File: src/sv/ccls_pkg.sv
// Shared types, constants and register defaults for the charge/comm line sequencer.
package ccls_pkg;

    localparam int TX_DEPTH_DEF = 64;
    localparam int NUM_REGS     = 8;
    localparam int REG_W        = 16;
    localparam int BYTE_W       = 8;
    localparam int CFG_IDX_W    = 8;

    localparam logic [REG_W-1:0] GUARD_TICKS = 16'd30;
    localparam logic [REG_W-1:0] ELAPSED_MAX = 16'hFFFF;

    localparam logic [REG_W-1:0] REG_RESET [NUM_REGS] = '{
        16'd300, 16'd250, 16'd290, 16'd1, 16'd100, 16'd10, 16'd341, 16'd40
    };

    typedef enum logic [2:0] {
        REG_CHARGE      = 3'd0,
        REG_WAIT_LOW    = 3'd1,
        REG_RECEIVE     = 3'd2,
        REG_RX_TO_TX    = 3'd3,
        REG_TRANSMIT    = 3'd4,
        REG_TX_TO_CHG   = 3'd5,
        REG_RECOVER     = 3'd6,
        REG_DISCHARGE   = 3'd7
    } t_reg_idx;

    typedef enum logic [1:0] {
        ACT_TICK   = 2'd0,
        ACT_HOST   = 2'd1,
        ACT_DEVICE = 2'd2,
        ACT_NONE   = 2'd3
    } t_action;

    typedef enum logic [2:0] {
        M_CHG        = 3'd0,
        M_CHG_TO_RX  = 3'd1,
        M_RX         = 3'd2,
        M_RX_TO_TX   = 3'd3,
        M_TX         = 3'd4,
        M_TX_TO_CHG  = 3'd5,
        M_RST_TO_CHG = 3'd6
    } t_mode;

    typedef enum logic [2:0] {
        ST_IDLE,
        ST_DECODE,
        ST_CMP,
        ST_GUARD,
        ST_DRAIN_RD,
        ST_DRAIN_OUT,
        ST_EMIT
    } t_state;

    // Request into the shared add/compare unit: (x + y) > b, or >= b when ge.
    typedef struct packed {
        logic [REG_W-1:0] x;
        logic [REG_W-1:0] y;
        logic [REG_W-1:0] b;
        logic             ge;
    } t_cmp_req;

    typedef struct packed {
        logic full;
        logic empty;
        logic one_left;
    } t_fifo_stat;

endpackage

File: src/sv/ccls_cmp_unit.sv
// Shared add/compare unit: every timeout, guard and discharge test goes through it.
module ccls_cmp_unit (
    input  ccls_pkg::t_cmp_req i_req,
    output logic               o_hit
);

    logic [ccls_pkg::REG_W:0] sum;
    logic [ccls_pkg::REG_W:0] bound;

    // Sum is one bit wider, so elapsed plus wait time never wraps.
    assign sum   = {1'b0, i_req.x} + {1'b0, i_req.y};
    assign bound = {1'b0, i_req.b};
    assign o_hit = i_req.ge ? (sum >= bound) : (sum > bound);

endmodule

File: src/sv/ccls_tx_fifo.sv
// Transmit byte FIFO: circular store with head pointer, fill count and registered read.
module ccls_tx_fifo #(
    parameter int DEPTH = ccls_pkg::TX_DEPTH_DEF
) (
    input  logic                        i_clk,
    input  logic                        i_rst_n,
    input  logic                        i_push,
    input  logic [ccls_pkg::BYTE_W-1:0] i_push_data,
    input  logic                        i_pop,
    output logic [ccls_pkg::BYTE_W-1:0] o_rd_data,
    output ccls_pkg::t_fifo_stat        o_stat
);

    localparam int AW = (DEPTH > 1) ? $clog2(DEPTH) : 1;
    localparam int CW = $clog2(DEPTH + 1);
    localparam int SW = CW + 1;

    logic [ccls_pkg::BYTE_W-1:0] r_mem [DEPTH];
    logic [ccls_pkg::BYTE_W-1:0] r_rd_data;
    logic [AW-1:0]               r_head;
    logic [CW-1:0]               r_count;
    logic [AW-1:0]               n_head;
    logic [CW-1:0]               n_count;
    logic [SW-1:0]               wr_sum;
    logic [SW-1:0]               wr_fold;

    // head + count stays below twice the depth: one compare and subtract wraps it
    assign wr_sum  = SW'(r_head) + SW'(r_count);
    assign wr_fold = (wr_sum >= SW'(DEPTH)) ? (wr_sum - SW'(DEPTH)) : wr_sum;

    always_comb begin
        n_head  = r_head;
        n_count = r_count;
        if (i_pop) begin
            n_head  = (r_head == AW'(DEPTH - 1)) ? '0 : r_head + 1'b1;
            n_count = r_count - 1'b1;
        end else if (i_push) begin
            n_count = r_count + 1'b1;
        end
    end

    always_ff @(posedge i_clk) begin
        if (!i_rst_n) begin
            r_head  <= '0;
            r_count <= '0;
        end else begin
            r_head  <= n_head;
            r_count <= n_count;
        end
    end

    always_ff @(posedge i_clk) begin
        if (i_push) begin
            r_mem[wr_fold[AW-1:0]] <= i_push_data;
        end
        r_rd_data <= r_mem[r_head];
    end

    assign o_rd_data       = r_rd_data;
    assign o_stat.full     = (r_count == CW'(DEPTH));
    assign o_stat.empty    = (r_count == '0);
    assign o_stat.one_left = (r_count == CW'(1));

endmodule

File: src/sv/charge_comm_line_sequencer_core.sv
// Top level of the charge/comm line sequencer: registers, sequencer and output stage.
//
//  channel  | signals                                   | payload
//  ---------+-------------------------------------------+---------------------------------
//  in       | s_axis_tvalid/tready/tdata/tuser          | tuser action, tdata byte+line_low
//  out      | m_axis_tvalid/tready/tdata/tuser/tlast    | status / forwarded byte per item
//  config   | i_cfg_valid/o_cfg_ready/i_cfg_index/data  | timeout register write
//
// Steps after an accept (input not ready): host byte or unused action decode, emit;
// device byte or tick decode, compare, emit; tick in transmit with a send pending adds
// guard, then emit or, draining a non-empty FIFO, a read and a place step per byte.
// All tests use the single add/compare unit; the FIFO's registered read port sets the drain pace.
// Reset (sync, active low) puts the block in charge mode with an empty FIFO and
// register defaults; no clearing pass. A stalled output holds the sequencer only
// when it has a new item result to place; the input is taken while the last
// result of the previous item still waits.
module charge_comm_line_sequencer_core #(
    parameter int TX_DEPTH = ccls_pkg::TX_DEPTH_DEF
) (
    input  logic                           i_clk,
    input  logic                           i_rst_n,
    // input item
    input  logic                           s_axis_tvalid,
    output logic                           s_axis_tready,
    input  logic [15:0]                    s_axis_tdata,   // [7:0] data_byte, [8] line_low
    input  logic [1:0]                     s_axis_tuser,   // [1:0] action
    // result item
    output logic                           m_axis_tvalid,
    input  logic                           m_axis_tready,
    // [2:0] mode, [3] charge_relay, [4] receive_relay, [5] transmit_relay,
    // [6] charge_led, [14:7] out_byte, [15] fifo_overflow
    output logic [15:0]                    m_axis_tdata,
    output logic [1:0]                     m_axis_tuser,   // [0] to_host_valid, [1] to_device_valid
    output logic                           m_axis_tlast,
    // configuration
    input  logic                           i_cfg_valid,
    output logic                           o_cfg_ready,
    input  logic [ccls_pkg::CFG_IDX_W-1:0] i_cfg_index,
    input  logic [ccls_pkg::REG_W-1:0]     i_cfg_data
);

    localparam int RW = ccls_pkg::REG_W;
    localparam int BW = ccls_pkg::BYTE_W;

    // timeout registers
    logic [RW-1:0] r_regs [ccls_pkg::NUM_REGS];

    // sequencer and line state
    ccls_pkg::t_state  r_state, n_state;
    ccls_pkg::t_mode   r_mode, n_mode;
    logic [RW-1:0]     r_elapsed, n_elapsed;
    logic [RW-1:0]     r_wait, n_wait;
    logic              r_send, n_send;

    // captured input item
    ccls_pkg::t_action r_act;
    logic [BW-1:0]     r_byte;
    logic              r_line_low;

    // result flags of the current item
    logic              r_host, n_host;
    logic              r_ovf, n_ovf;

    // output stage
    logic              r_out_valid;
    logic [15:0]       r_out_data;
    logic [1:0]        r_out_user;
    logic              r_out_last;

    logic              in_accept;
    logic              slot_free;
    logic              out_load;
    logic              out_to_host;
    logic              out_to_dev;
    logic [BW-1:0]     out_byte;
    logic              out_last;
    logic              out_ovf;

    ccls_pkg::t_cmp_req   cmp_req;
    logic                 cmp_hit;
    ccls_pkg::t_fifo_stat fifo_stat;
    logic [BW-1:0]        fifo_rd_data;
    logic                 fifo_push;
    logic                 fifo_pop;

    assign s_axis_tready = (r_state == ccls_pkg::ST_IDLE);
    assign in_accept     = s_axis_tvalid && s_axis_tready;
    assign slot_free     = !r_out_valid || m_axis_tready;
    assign o_cfg_ready   = 1'b1;

    ccls_cmp_unit u_cmp (
        .i_req (cmp_req),
        .o_hit (cmp_hit)
    );

    ccls_tx_fifo #(
        .DEPTH (TX_DEPTH)
    ) u_fifo (
        .i_clk       (i_clk),
        .i_rst_n     (i_rst_n),
        .i_push      (fifo_push),
        .i_push_data (r_byte),
        .i_pop       (fifo_pop),
        .o_rd_data   (fifo_rd_data),
        .o_stat      (fifo_stat)
    );

    // Configuration writes; indexes past the register list are dropped.
    always_ff @(posedge i_clk) begin
        if (!i_rst_n) begin
            r_regs <= ccls_pkg::REG_RESET;
        end else if (i_cfg_valid && (i_cfg_index < ccls_pkg::CFG_IDX_W'(ccls_pkg::NUM_REGS))) begin
            r_regs[i_cfg_index[2:0]] <= i_cfg_data;
        end
    end

    always_ff @(posedge i_clk) begin
        if (in_accept) begin
            r_act      <= ccls_pkg::t_action'(s_axis_tuser);
            r_byte     <= s_axis_tdata[7:0];
            r_line_low <= s_axis_tdata[8];
        end
    end

    // Sequencer: one test on the shared unit per step.
    always_comb begin
        n_state     = r_state;
        n_mode      = r_mode;
        n_elapsed   = r_elapsed;
        n_wait      = r_wait;
        n_send      = r_send;
        n_host      = r_host;
        n_ovf       = r_ovf;
        fifo_push   = 1'b0;
        fifo_pop    = 1'b0;
        out_load    = 1'b0;
        out_to_host = 1'b0;
        out_to_dev  = 1'b0;
        out_byte    = '0;
        out_last    = 1'b1;
        out_ovf     = 1'b0;

        cmp_req.x  = r_elapsed;
        cmp_req.y  = '0;
        cmp_req.ge = 1'b0;
        case (r_mode)
            ccls_pkg::M_CHG:        cmp_req.b = r_regs[ccls_pkg::REG_CHARGE];
            ccls_pkg::M_CHG_TO_RX:  cmp_req.b = r_regs[ccls_pkg::REG_WAIT_LOW];
            ccls_pkg::M_RX:         cmp_req.b = r_regs[ccls_pkg::REG_RECEIVE];
            ccls_pkg::M_RX_TO_TX:   cmp_req.b = r_regs[ccls_pkg::REG_RX_TO_TX];
            ccls_pkg::M_TX:         cmp_req.b = r_regs[ccls_pkg::REG_TRANSMIT];
            ccls_pkg::M_TX_TO_CHG:  cmp_req.b = r_regs[ccls_pkg::REG_TX_TO_CHG];
            ccls_pkg::M_RST_TO_CHG: cmp_req.b = r_regs[ccls_pkg::REG_RECOVER];
            default:                cmp_req.b = r_regs[ccls_pkg::REG_CHARGE];
        endcase

        case (r_state)
            ccls_pkg::ST_IDLE: begin
                if (in_accept) begin
                    n_state = ccls_pkg::ST_DECODE;
                end
            end

            ccls_pkg::ST_DECODE: begin
                n_host = 1'b0;
                n_ovf  = 1'b0;
                case (r_act)
                    ccls_pkg::ACT_TICK: begin
                        if (r_elapsed != ccls_pkg::ELAPSED_MAX) begin
                            n_elapsed = r_elapsed + 1'b1;
                        end
                        n_state = ccls_pkg::ST_CMP;
                    end
                    ccls_pkg::ACT_HOST: begin
                        if (fifo_stat.full) begin
                            n_ovf = 1'b1;
                        end else begin
                            fifo_push = 1'b1;
                        end
                        n_state = ccls_pkg::ST_EMIT;
                    end
                    ccls_pkg::ACT_DEVICE: n_state = ccls_pkg::ST_CMP;
                    default:              n_state = ccls_pkg::ST_EMIT;
                endcase
            end

            ccls_pkg::ST_CMP: begin
                n_state = ccls_pkg::ST_EMIT;
                if (r_act == ccls_pkg::ACT_DEVICE) begin
                    // discharge window: nonzero bytes pass in receive mode once elapsed >= discharge_time
                    cmp_req.b  = r_regs[ccls_pkg::REG_DISCHARGE];
                    cmp_req.ge = 1'b1;
                    n_host = (r_mode == ccls_pkg::M_RX) && cmp_hit && (r_byte != '0);
                end else begin
                    case (r_mode)
                        ccls_pkg::M_CHG: begin
                            if (cmp_hit) begin
                                n_mode    = ccls_pkg::M_CHG_TO_RX;
                                n_elapsed = '0;
                            end
                        end
                        ccls_pkg::M_CHG_TO_RX: begin
                            n_wait = r_elapsed;
                            if (cmp_hit) begin
                                n_mode    = ccls_pkg::M_RST_TO_CHG;
                                n_elapsed = '0;
                            end else if (r_line_low) begin
                                n_mode    = ccls_pkg::M_RX;
                                n_elapsed = '0;
                            end
                        end
                        ccls_pkg::M_RX: begin
                            cmp_req.y = r_wait;
                            if (cmp_hit) begin
                                n_mode    = ccls_pkg::M_RX_TO_TX;
                                n_elapsed = '0;
                            end
                        end
                        ccls_pkg::M_RX_TO_TX: begin
                            if (cmp_hit) begin
                                n_mode    = ccls_pkg::M_TX;
                                n_elapsed = '0;
                                n_send    = 1'b1;
                            end
                        end
                        ccls_pkg::M_TX: begin
                            if (cmp_hit) begin
                                n_mode    = ccls_pkg::M_TX_TO_CHG;
                                n_elapsed = '0;
                            end else if (r_send) begin
                                n_state = ccls_pkg::ST_GUARD;
                            end
                        end
                        ccls_pkg::M_TX_TO_CHG,
                        ccls_pkg::M_RST_TO_CHG: begin
                            if (cmp_hit) begin
                                n_mode    = ccls_pkg::M_CHG;
                                n_elapsed = '0;
                            end
                        end
                        default: begin
                            n_mode    = ccls_pkg::M_CHG;
                            n_elapsed = '0;
                        end
                    endcase
                end
            end

            ccls_pkg::ST_GUARD: begin
                cmp_req.b  = ccls_pkg::GUARD_TICKS;
                cmp_req.ge = 1'b1;
                n_state    = ccls_pkg::ST_EMIT;
                if (cmp_hit) begin
                    n_send = 1'b0;
                    if (!fifo_stat.empty) begin
                        n_state = ccls_pkg::ST_DRAIN_RD;
                    end
                end
            end

            // head entry lands in the FIFO's read register
            ccls_pkg::ST_DRAIN_RD: n_state = ccls_pkg::ST_DRAIN_OUT;

            ccls_pkg::ST_DRAIN_OUT: begin
                if (slot_free) begin
                    out_load   = 1'b1;
                    out_to_dev = 1'b1;
                    out_byte   = fifo_rd_data;
                    out_last   = fifo_stat.one_left;
                    fifo_pop   = 1'b1;
                    n_state    = fifo_stat.one_left ? ccls_pkg::ST_IDLE
                                                    : ccls_pkg::ST_DRAIN_RD;
                end
            end

            ccls_pkg::ST_EMIT: begin
                if (slot_free) begin
                    out_load    = 1'b1;
                    out_to_host = r_host;
                    out_byte    = r_host ? r_byte : '0;
                    out_ovf     = r_ovf;
                    n_state     = ccls_pkg::ST_IDLE;
                end
            end

            default: n_state = ccls_pkg::ST_IDLE;
        endcase
    end

    always_ff @(posedge i_clk) begin
        if (!i_rst_n) begin
            r_state   <= ccls_pkg::ST_IDLE;
            r_mode    <= ccls_pkg::M_CHG;
            r_elapsed <= '0;
            r_wait    <= '0;
            r_send    <= 1'b0;
            r_host    <= 1'b0;
            r_ovf     <= 1'b0;
        end else begin
            r_state   <= n_state;
            r_mode    <= n_mode;
            r_elapsed <= n_elapsed;
            r_wait    <= n_wait;
            r_send    <= n_send;
            r_host    <= n_host;
            r_ovf     <= n_ovf;
        end
    end

    // Output register; relay drives follow the mode after the item.
    always_ff @(posedge i_clk) begin
        if (!i_rst_n) begin
            r_out_valid <= 1'b0;
        end else if (out_load) begin
            r_out_valid <= 1'b1;
        end else if (m_axis_tready) begin
            r_out_valid <= 1'b0;
        end
    end

    always_ff @(posedge i_clk) begin
        if (out_load) begin
            r_out_data[2:0]  <= r_mode;
            r_out_data[3]    <= (r_mode == ccls_pkg::M_CHG);
            r_out_data[4]    <= (r_mode == ccls_pkg::M_CHG_TO_RX) || (r_mode == ccls_pkg::M_RX);
            r_out_data[5]    <= (r_mode == ccls_pkg::M_RX_TO_TX) || (r_mode == ccls_pkg::M_TX)
                                || (r_mode == ccls_pkg::M_TX_TO_CHG);
            r_out_data[6]    <= (r_mode == ccls_pkg::M_CHG);
            r_out_data[14:7] <= out_byte;
            r_out_data[15]   <= out_ovf;
            r_out_user       <= {out_to_dev, out_to_host};
            r_out_last       <= out_last;
        end
    end

    assign m_axis_tvalid = r_out_valid;
    assign m_axis_tdata  = r_out_data;
    assign m_axis_tuser  = r_out_user;
    assign m_axis_tlast  = r_out_last;

endmodule
File: config.mk
export PLATFORM = sky130hd
export DESIGN_NAME = charge_comm_line_sequencer_core
export DESIGN_NICKNAME = d
export VERILOG_FILES = /design/src/sv/ccls_pkg.sv /design/src/sv/ccls_cmp_unit.sv /design/src/sv/ccls_tx_fifo.sv /design/src/sv/charge_comm_line_sequencer_core.sv
export SDC_FILE = /design/constraint.sdc
export NUM_CORES = 1
export LEC_CHECK = 0
export ABC_AREA = 1
export BUFFER_PORTS_ARGS = -buffer_cell sky130_fd_sc_hd__buf_2
export CAP_MARGIN = 30
export CORE_AREA = 4 4 248 371
export CTS_BUF_LIST = sky130_fd_sc_hd__clkbuf_4 sky130_fd_sc_hd__clkbuf_8
export DETAILED_ROUTE_END_ITERATION = 10
export DIE_AREA = 0 0 252 375
export PLACE_DENSITY = 0.48
export SLEW_MARGIN = 20
export SYNTH_ARGS = -nofsm -noshare
export SYNTH_HDL_FRONTEND = slang
export SYNTH_SLANG_ARGS = --single-unit
export TNS_END_PERCENT = 10
File: constraint.sdc
create_clock -name i_clk -period 9.9 [get_ports i_clk]
set_input_delay 0.495 -clock i_clk [delete_from_list [all_inputs] [get_ports i_clk]]
set_output_delay 0.495 -clock i_clk [all_outputs]
set_load 0.01 [all_outputs]
==> impl_metrics.json, run 1 <==
{
  "peakVddDrop_mv": 0.103,
  "clock_tree.buffer_depth": 3,
  "via_count_of_the_first_global_routing_pass": 22449,
  "synth_common_cells": "nor2_1 (547), edfxtp_1 (541), o21ai_0 (406)",
  "route.antenna.remaining_nets": 0,
  "yosysUniqueCellTypes": 52,
  "netlist_area_um2": 30900,
  "fin_crit_sh_pct": 53.4,
  "worst_slack_ps": 4610,
  "cts_tree": "done",
  "crit_path_max_fanout": 24,
  "clock_insertion_delay_worst_skew_ps": 760,
  "yosysMostFrequentCell": "nor2_1",
  "synthFlopType": "edfxtp_1",
  "level_count_of_the_clock_h_tree": 3,
  "timing.final.max_slew_violations": 0,
  "cts_sinks": 732,
  "post-cts-setup-buffers": 0,
  "core_region_area_um2": 88900,
  "timing_worst_slew_pin_value_ps": 997,
  "multi_input_combinational_cell_area_um2": 9580,
  "drc_errors": 0,
  "endpoint_kind": "flip-flop",
  "finalSetupTns_ps": 0,
  "vias": 22556,
  "cp.required_ps": 10520,
  "dieWidth_um": 252,
  "cts_clock_pin_slew_for_the_worst_setup_and_hold_paths_ps": 70,
  "finalWirelength_mm": 93.0,
  "layout.area.seq_um2": 20100,
  "placed_cells": 4022,
  "drtIter0Drc": 1917,
  "synthArstFlopShare_pct": 0,
  "max_cap_viol_count": 0,
  "syn-num-nets": 3032,
  "total_power_mw": 6.74,
  "yosys.area.top_type_share_pct": 52.6,
  "initial_core_util_pct": 34.8,
  "area_growth_syn_to_layout_pct": 12.6,
  "start_kind": "flip-flop",
  "finalSetupViolations": 0,
  "synth-seq-cells": 732,
  "routedWlPerCell_um": 21.9,
  "synth_edf_count": 541,
  "leakagePower_nw": 12.1,
  "cts-root-buf": "clkbuf_8",
  "rows": 134,
  "fmax_ghz": 0.189,
  "drt-pass1-iter-count": 7,
  "die_height_um": 375,
  "place_area_um2": 32300,
  "worstPathArrival_ps": 5900,
  "design.portCount": 69,
  "max-slew-margin-rel_pct": 33.5,
  "initial_antenna_violation_count": 1,
  "final_period_minus_worst_setup_slack_ps": 5290,
  "finished_cell_area_um2": 34800,
  "synthesis.instances": 2940,
  "synth_area_per_cell_um2": 10.5,
  "clock-skew-final_ps": 42.2,
  "post_drt_via_cell_ratio": 5.32,
  "layout.cells.non_filler": 4241,
  "grt_setup_unrepaired": "no",
  "yosysWarningCount": 0,
  "critical_path_class": "reg -> reg",
  "netlist.top_cell.by_area": "edfxtp_1",
  "fill_cells": 8664,
  "grt_pass1_wl_mm": 138,
  "worstHoldPathType": "in -> reg",
  "area_of_the_die_um2": 94500,
  "share_of_post_route_cells_with_drive_strength_above_1_pct": 10.6,
  "final-hold-violation-count": 0,
  "post-dp-hpwl_mm": 57.8,
  "grt-ovfl-total": 0,
  "cellPowerDensity_nw_per_um2": 194,
  "io_buffers": 60,
  "design.final.nets": 3084,
  "cts_made_buffers": 111,
  "grt_max_degree": 94,
  "outcome": "finished, final reports clean",
  "placement.setup.worst_slack_ps": 4660,
  "overall_global_routing_resource_usage_pct": 19.2,
  "seq_area_frac_synth_pct": 65.0,
  "finalWeightedCongestion": 0.814,
  "synth.top_cells.by_area": "edfxtp_1 (53%), dfxtp_1 (12%), nor2_1 (6.6%), o21ai_0 (6.6%), nand2_1 (3.1%)"
}
power by group:
| group | leakage (nW) | internal (mW) | switching, mW |
|---|---|---|---|
| Sequential | 6.41 | 3.42 | 0.0341 |
| Clock | 1.23 | 1.42 | 1.21 |
| Combinational | 4.47 | 0.145 | 0.515 |
| Total | 12.1 | 4.99 | 1.76 |
kinds of logic after synthesis:
logic type | Yosys count | synth area share (%)
compound gates | 798 | 14.7
other cells | 1 | 0.0121
flops | 732 | 65.0
simple gates | 1008 | 13.5
xor+xnor | 30 | 0.851
buf+inv | 326 | 4.06
fa+ha+maj | 45 | 1.87
state kept, by name, indices dropped and copies added, names as in the netlist, 2 cells and up:
register,flops
r_elapsed,16
u_fifo.r_count,7
u_fifo.o_rd_data,8
r_regs,128
r_mode,3
r_byte,8
r_act,2
r_wait,16
u_fifo.r_head,6
u_fifo.r_mem,512
m_axis_tuser,2
m_axis_tdata,15
r_state,3
what timing repair did:
action	in CTS	in global routing
endpoints found under the hold margin	12	0
resized for setup	0	0
setup endpoints to repair	0	0
hold buffers	12	0
area by class of cell:
type	count	share of cell area [%]
Clock buffer	155	5.54
Timing Repair Buffer	117	2.24
Sequential cell	732	57.7
Multi-Input combinational cell	1882	27.5
Clock inverter	50	1.16
Tap cell	1156	4.16
Inverter	148	1.62
Antenna cell	1	0.00720
worst max-delay path, stage by stage (launching register included):
cell and delay [ps]:
dfxtp_1 400, inv_2 450, nand2_1 200, nor2_2 600, nand2_1 110, nor2_1 200
ha_1 270, nand3_1 90, nand3_1 130, a21oi_1 310, o21ai_0 180, a31oi_1 240
o21ai_0 130, xor2_1 170, inv_1 60, ha_1 260, nand2_1 90, nor2_1 50
nand3_1 100, o21ai_1 100, a21oi_4 200, nand4_4 310, nand2_4 310, nand2_1 70
nand2_1 60, nor2_1 30
layout by cell type, fill, tap and decap left out, types with 3 or more instances in the layout:
cell type      synthesis  layout
nor2_1               547     544
edfxtp_1             541     541
o21ai_0              406     406
nand2_1              252     252
dfxtp_1              191     188
a21oi_1              161     161
nand3_1              139     139
inv_1                132     130
clkbuf_8               0     122
o22ai_1               87      87
buf_2                 13      59
o221ai_1              54      54
ha_1                  43      43
buf_4                  2      43
clkbuf_4               0      33
o211ai_1              29      29
clkinv_1               7      27
xor2_1                25      25
nor3_1                25      24
nand4_1               18      18
clkinv_2               0      17
a31oi_1               15      15
a22oi_1               13      13
dlygate4sd3_1          0      12
inv_2                  9       9
a22o_1                 8       8
nor2_4                 7       7
nor4_1                 6       6
bufinv_16              0       6
nor2_2                 2       5
xnor2_1                5       5
a221oi_1               5       5
clkinvlp_4             0       5
o2111ai_1              4       4
nand2_2                3       3
o21bai_1               3       3
nand3b_1               3       3
final timing paths:
kind | startpoint | endpoint | slack (ps) | cells past startpoint
worst max-delay path | r_mode[0] | r_elapsed[1] | 4610 | 25
worst min-delay path | i_cfg_data[2] | r_regs[50] | 60 | 3
worst max register to register | r_mode[0] | r_elapsed[1] | 4610 | 25
worst min register to register | r_regs[63] | r_regs[63] | 460 | 2
per-layer routing:
metal / routed length, um / GRT usage [%]
met1: 35600 / 21.7
met2: 49500 / 35.6
met3: 3910 / 2.43
met4: 3980 / 8.81
met5: 0 / 0
stage by stage:
stage / hold slack, ps / util [%]
2_1_floorplan: 403 / -
3_3_place_gp: 440 / 36.3
3_5_place_dp: 447 / 36.4
4_1_cts: 20.5 / 39.1
5_1_grt: 74.5 / 39.1
6_report: 61.2 / 39.1
Note: power is estimated with default switching activity, not from simulation.
==> run 2: changes to the inputs <==
==> constraint.sdc (replaced) <==
create_clock -name i_clk -period 5.1 [get_ports i_clk]
set_input_delay 0.255 -clock i_clk [delete_from_list [all_inputs] [get_ports i_clk]]
set_output_delay 0.255 -clock i_clk [all_outputs]
set_load 0.01 [all_outputs]
==> run 2 against run 1 <==
  * Wire length is 0.21% higher
  * Via count increased by 1.3%
  * Total power rose by 95%
  * Sequential share of layout area decreased by 0.80 points
  * Critical endpoint unchanged
  * Largest power group unchanged
==> impl_metrics.json, run 2 (same netlist as run 1, synthesis figures left out) <==
{
  "io_buffers": 60,
  "core_region_area_um2": 88900,
  "dieWidth_um": 252,
  "initial_antenna_violation_count": 1,
  "worstHoldPathType": "in -> reg",
  "vias": 22849,
  "level_count_of_the_clock_h_tree": 3,
  "worst_r2r_startpoint": "r_mode[0]",
  "route.antenna.remaining_nets": 0,
  "clock_insertion_delay_worst_skew_ps": 740,
  "final-hold-violation-count": 0,
  "fill_cells": 8721,
  "overall_global_routing_resource_usage_pct": 19.1,
  "post-dp-hpwl_mm": 58.0,
  "routedWlPerCell_um": 21.7,
  "max_reg_flops": 512,
  "cts_made_buffers": 113,
  "drt-pass1-iter-count": 5,
  "cts_tree": "done",
  "finalSetupTns_ps": 0,
  "grt_setup_unrepaired": "no",
  "cts_sinks": 732,
  "rows": 134,
  "clock_tree.buffer_depth": 3,
  "design.portCount": 69,
  "cts.hold.buffers_added": 33,
  "grt_pass1_wl_mm": 139,
  "peakVddDrop_mv": 0.208,
  "rr_worst_depth": 25,
  "drc_errors": 0,
  "endpoint_kind": "flip-flop",
  "min-delay-start": "i_cfg_index[3]",
  "final_period_minus_worst_setup_slack_ps": 4550,
  "clock-skew-final_ps": 28.7,
  "area_of_the_die_um2": 94500,
  "worstPathArrival_ps": 5160,
  "leakagePower_nw": 12.4,
  "outcome": "finished, final reports clean",
  "whs_path_depth": 6,
  "critical_path_class": "reg -> reg",
  "cts_resized": 0,
  "max-slew-margin-rel_pct": 34.8,
  "via_count_of_the_first_global_routing_pass": 22726,
  "timing_worst_slew_pin_value_ps": 978,
  "cts_clock_pin_slew_for_the_worst_setup_and_hold_paths_ps": 60,
  "hold-path-endpoint": "r_regs[5]",
  "crit_path_max_fanout": 15,
  "grt-ovfl-total": 0,
  "timing.final.max_slew_violations": 0,
  "design.final.nets": 3130,
  "reg2reg_slack_ps": 550,
  "start_kind": "flip-flop",
  "fin_crit_sh_pct": 89.1,
  "area_growth_syn_to_layout_pct": 14.2,
  "share_of_post_route_cells_with_drive_strength_above_1_pct": 11.6,
  "initial_core_util_pct": 34.8,
  "fmax_ghz": 0.220,
  "post_drt_via_cell_ratio": 5.32,
  "die_height_um": 375,
  "final_core_util_pct": 39.7,
  "finalSetupViolations": 0,
  "max_cap_viol_count": 0,
  "cp.required_ps": 5720,
  "cts-root-buf": "clkbuf_8",
  "cellPowerDensity_nw_per_um2": 373,
  "layout.cells.most_common": "nor2_1",
  "most_frequent_cells_in_the_layout": "nor2_1 (543), edfxtp_1 (541), o21ai_0 (406)",
  "finalWeightedCongestion": 0.822,
  "post-cts-setup-buffers": 0,
  "finalWirelength_mm": 93.2,
  "worst_r2r_endpoint": "r_elapsed[1]",
  "grt_max_degree": 101,
  "drtIter0Drc": 1558
}
run 2: power by group:
part | internal, mW | leakage, nW | switching [mW] | total (mW)
Clock | 2.78 | 1.26 | 2.37 | 5.15
Combinational | 0.309 | 4.71 | 0.987 | 1.30
Sequential | 6.65 | 6.41 | 0.0718 | 6.72
run 2: worst max-delay path by stage:
stage               startpoint           end  slack (ps)  depth (start not counted)
global placement      r_act[0]  r_elapsed[1]         680                         22
floorplan            r_mode[1]  r_elapsed[2]         860                         26
CTS                  r_mode[0]  r_elapsed[1]         560                         25
global route         r_mode[0]  r_elapsed[5]         100                         25
detailed placement   r_mode[0]  r_elapsed[1]         610                         25
finish               r_mode[0]  r_elapsed[1]         550                         25
run 2: through the flow:
step,setup slack [ps],hold slack (ps),power [mW],instances,instance area (um^2)
after detailed placement,612,433,8.14,4043,32500
final,554,128,13.2,4291,35300
after CTS,564,21.9,13.3,4287,35200
after global routing,98.3,110,13.7,4291,35300
after global placement,684,431,8.10,4040,32500
after floorplan,862,354,7.58,2940,30900
run 2: final cells by class:
type | count | area (um^2) | area share (%)
Antenna cell | 1 | 2.50 | 0.00710
Clock inverter | 47 | 368 | 1.04
Sequential cell | 732 | 20100 | 56.9
Clock buffer | 164 | 2000 | 5.67
Tap cell | 1156 | 1450 | 4.10
Timing Repair Buffer | 161 | 1230 | 3.48
Multi-Input combinational cell | 1882 | 9580 | 27.2
Inverter | 148 | 562 | 1.59
run 2: worst max-delay path: stages (launching register included):
cell	delay (ps)
dfxtp_1	360
inv_2	110
nand2_1	100
nor2_2	170
buf_4	220
nand2_1	70
nor2_1	100
ha_1	280
a21oi_1	180
o21ai_0	140
a21oi_1	300
o21ai_0	180
a31oi_1	230
xnor2_1	130
ha_1	290
nand2_1	90
nor4_1	320
nand3_1	150
o21ai_1	250
a21oi_4	80
nand2_1	140
inv_1	100
nand2_1	120
nand2_2	100
nand2_1	140
nor2_1	70
run 2: metal layers:
metal	vias up	track usage, %	share of wire, %
li1	10733	-	-
met1	11253	21.5	39
met2	642	35.5	53
met3	221	2.48	4.2
met4	0	8.96	4.6
met5	-	0	0
==> run 3: changes to the inputs <==
--- a/config.mk
+++ b/config.mk
@@ -6,12 +6,13 @@
 export NUM_CORES = 1
 export LEC_CHECK = 0
 export ABC_AREA = 1
-export BUFFER_PORTS_ARGS = -buffer_cell sky130_fd_sc_hd__buf_2
 export CAP_MARGIN = 30
 export CORE_AREA = 4 4 248 371
 export CTS_BUF_LIST = sky130_fd_sc_hd__clkbuf_4 sky130_fd_sc_hd__clkbuf_8
+export CTS_CLUSTER_DIAMETER = 60
 export DETAILED_ROUTE_END_ITERATION = 10
 export DIE_AREA = 0 0 252 375
+export DONT_BUFFER_PORTS = 1
 export PLACE_DENSITY = 0.48
 export SLEW_MARGIN = 20
 export SYNTH_ARGS = -nofsm -noshare
==> run 3 against run 2 <==
  * Combinational power is 5% lower
  * Hold slack worse by 55 ps
  * Worst setup slack worse by 16 ps
  * Register-to-register slack worse by 20 ps
  * Sequential power hardly changed
  * Sequential share of layout area is 0.82 points higher
  * Via count is 1.6% lower
  * Global-route usage hardly changed
  * Critical path depth is 2 higher
==> impl_metrics.json, run 3 (same netlist as run 1, synthesis figures left out) <==
{
  "finalWeightedCongestion": 0.836,
  "peakVddDrop_mv": 0.435,
  "post_drt_via_cell_ratio": 5.33,
  "min-delay-start": "i_cfg_index[0]",
  "swShare_pct": 26.2,
  "cp_slowest_stage_delay_ps": 500,
  "power.internal_mw": 9.41,
  "overall_global_routing_resource_usage_pct": 19.1,
  "max-slew-margin-rel_pct": 30.3,
  "cts_made_buffers": 111,
  "final_core_util_pct": 39.1,
  "worstPathArrival_ps": 5220,
  "initial_core_util_pct": 34.8,
  "crit_slowest_cell": "dfxtp_1",
  "power_frac_comb_pct": 9.7,
  "critical_path_class": "reg -> reg",
  "design.final.nets": 3065,
  "whs_path_depth": 2,
  "worstSetupStartpoint": "r_mode[0]",
  "endpoint_kind": "flip-flop",
  "crit_path_max_fanout": 13,
  "critPathMostFrequentCell": "nand2_1",
  "cts-root-buf": "clkbuf_8",
  "io_buffers": 0,
  "max_reg_flops": 512,
  "leakagePower_nw": 12.0,
  "p_clk_share_pct": 37.4,
  "area_of_the_die_um2": 94500,
  "area_growth_syn_to_layout_pct": 12.5,
  "multi_input_combinational_cell_area_um2": 9580,
  "initial_antenna_violation_count": 1,
  "route.antenna.remaining_nets": 0,
  "share_of_post_route_cells_with_drive_strength_above_1_pct": 8.75,
  "clock-skew-final_ps": 34.9,
  "fmax_ghz": 0.219,
  "final_period_minus_worst_setup_slack_ps": 4560,
  "rr_worst_depth": 27,
  "cellPowerDensity_nw_per_um2": 367,
  "cts_clock_pin_slew_for_the_worst_setup_and_hold_paths_ps": 70,
  "start_kind": "flip-flop",
  "worstHoldPathType": "in -> reg",
  "timing.final.max_slew_violations": 0,
  "max_cap_viol_count": 0,
  "die_height_um": 375,
  "final-hold-violation-count": 0,
  "seq_power_share_pct": 52.9,
  "outcome": "finished, final reports clean",
  "crit_path_end": "r_elapsed[0]",
  "design.portCount": 69,
  "via_count_of_the_first_global_routing_pass": 22765,
  "drtIter0Drc": 1731,
  "drc_errors": 0,
  "level_count_of_the_clock_h_tree": 3,
  "vias": 22474,
  "layout.area.seq_um2": 20100,
  "fill_cells": 8610,
  "fin_crit_sh_pct": 89.4,
  "finalSetupTns_ps": 0,
  "reg2reg_slack_ps": 540,
  "grt_pass1_wl_mm": 139,
  "clock_tree.buffer_depth": 3,
  "netSwitchingPower_mw": 3.34,
  "worst_hold_slack_ps": 73.6,
  "finalSetupViolations": 0,
  "rows": 134,
  "routedWlPerCell_um": 21.9,
  "layout.cells.non_filler": 4220,
  "layout.cells.most_common": "nor2_1",
  "cts_tree": "done",
  "grt-ovfl-total": 0,
  "grt_max_degree": 225,
  "grt_setup_unrepaired": "no",
  "worst_r2r_endpoint": "r_elapsed[0]",
  "timing_worst_slew_pin_value_ps": 1050,
  "worst_r2r_startpoint": "r_mode[0]",
  "clock_insertion_delay_worst_skew_ps": 740,
  "placed_cells": 3973,
  "cts_sinks": 732,
  "most_frequent_cells_in_the_layout": "nor2_1 (544), edfxtp_1 (541), o21ai_0 (406)",
  "post-dp-hpwl_mm": 57.1,
  "finalWirelength_mm": 92.3,
  "core_region_area_um2": 88900,
  "dieWidth_um": 252,
  "cp.required_ps": 5760,
  "drt-pass1-iter-count": 7
}
-- run 3: changes by cell type in the layout (fill, tap and decap cells not counted), sizes merged --
cell	previous run	this run
clkinv	42	56
clkbuf	164	151
bufinv	5	2
dlygate4sd3	33	39
inv	144	140
diode	1	2
clkinvlp	4	1
buf	128	59
-- run 3: worst min path at each step --
stage	endpoint	slack, ps
finish	r_regs[99]	70
global route	r_regs[21]	50
detailed placement	r_byte[5]	350
floorplan	r_act[0]	350
global placement	r_regs[97]	350
CTS	r_regs[115]	0.2
-- run 3: critical path, delay by kind of cell, from the launching register on --
family	cells	cell delay [ps]
flip-flops	1	500
buffers and inverters	5	560
AND/OR/NAND/NOR	12	1290
XOR/XNOR	1	180
AO/OA/AOI/OAI	7	1310
adder cells (fa/ha/maj)	2	640
-- run 3: area by class of cell --
cell class | count | area share [%]
inverters | 148 | 1.62
repair buffers | 98 | 2.69
well taps | 1156 | 4.16
clock buffers | 151 | 5.40
diodes | 2 | 0.0144
clock inverters | 51 | 0.810
multi-input cells | 1882 | 27.5
flip-flops and latches | 732 | 57.8
-- run 3: what timing repair did --
item                                   4_1_cts  5_1_grt
hold buffers                                40        0
endpoints found under the hold margin      185        0
resized for setup                            0        0
buffers inserted                             0        0
-- run 3: metrics by stage --
step	power (mW)	cell area, um^2	setup WS (ps)
after floorplan	7.58	30900	862
after global placement	8.04	32100	633
after detailed placement	8.06	32100	548
after CTS	12.9	34700	514
after global routing	13.3	34800	9.08
final	12.7	34800	538
-- run 3: power by group through the flow --
stage                     clock network, mW  logic (mW)  registers, mW
after detailed placement                  0        1.18           6.88
after floorplan                           0       0.647           6.93
after global placement                    0        1.16           6.87
final                                  4.77        1.23           6.75
after global routing                   5.16        1.36           6.75
after CTS                              4.91        1.24           6.75
-- run 3: per-layer routing --
| layer | GRT usage [%] | routed length, um | share of wire, % | up-vias |
|---|---|---|---|---|
| li1 | - | - | - | 10589 |
| met1 | 21.5 | 35500 | 38 | 11028 |
| met2 | 35.3 | 48500 | 53 | 665 |
| met3 | 2.95 | 4370 | 4.7 | 192 |
| met4 | 8.48 | 3920 | 4.3 | 0 |
| met5 | 0 | 0 | 0 | - |
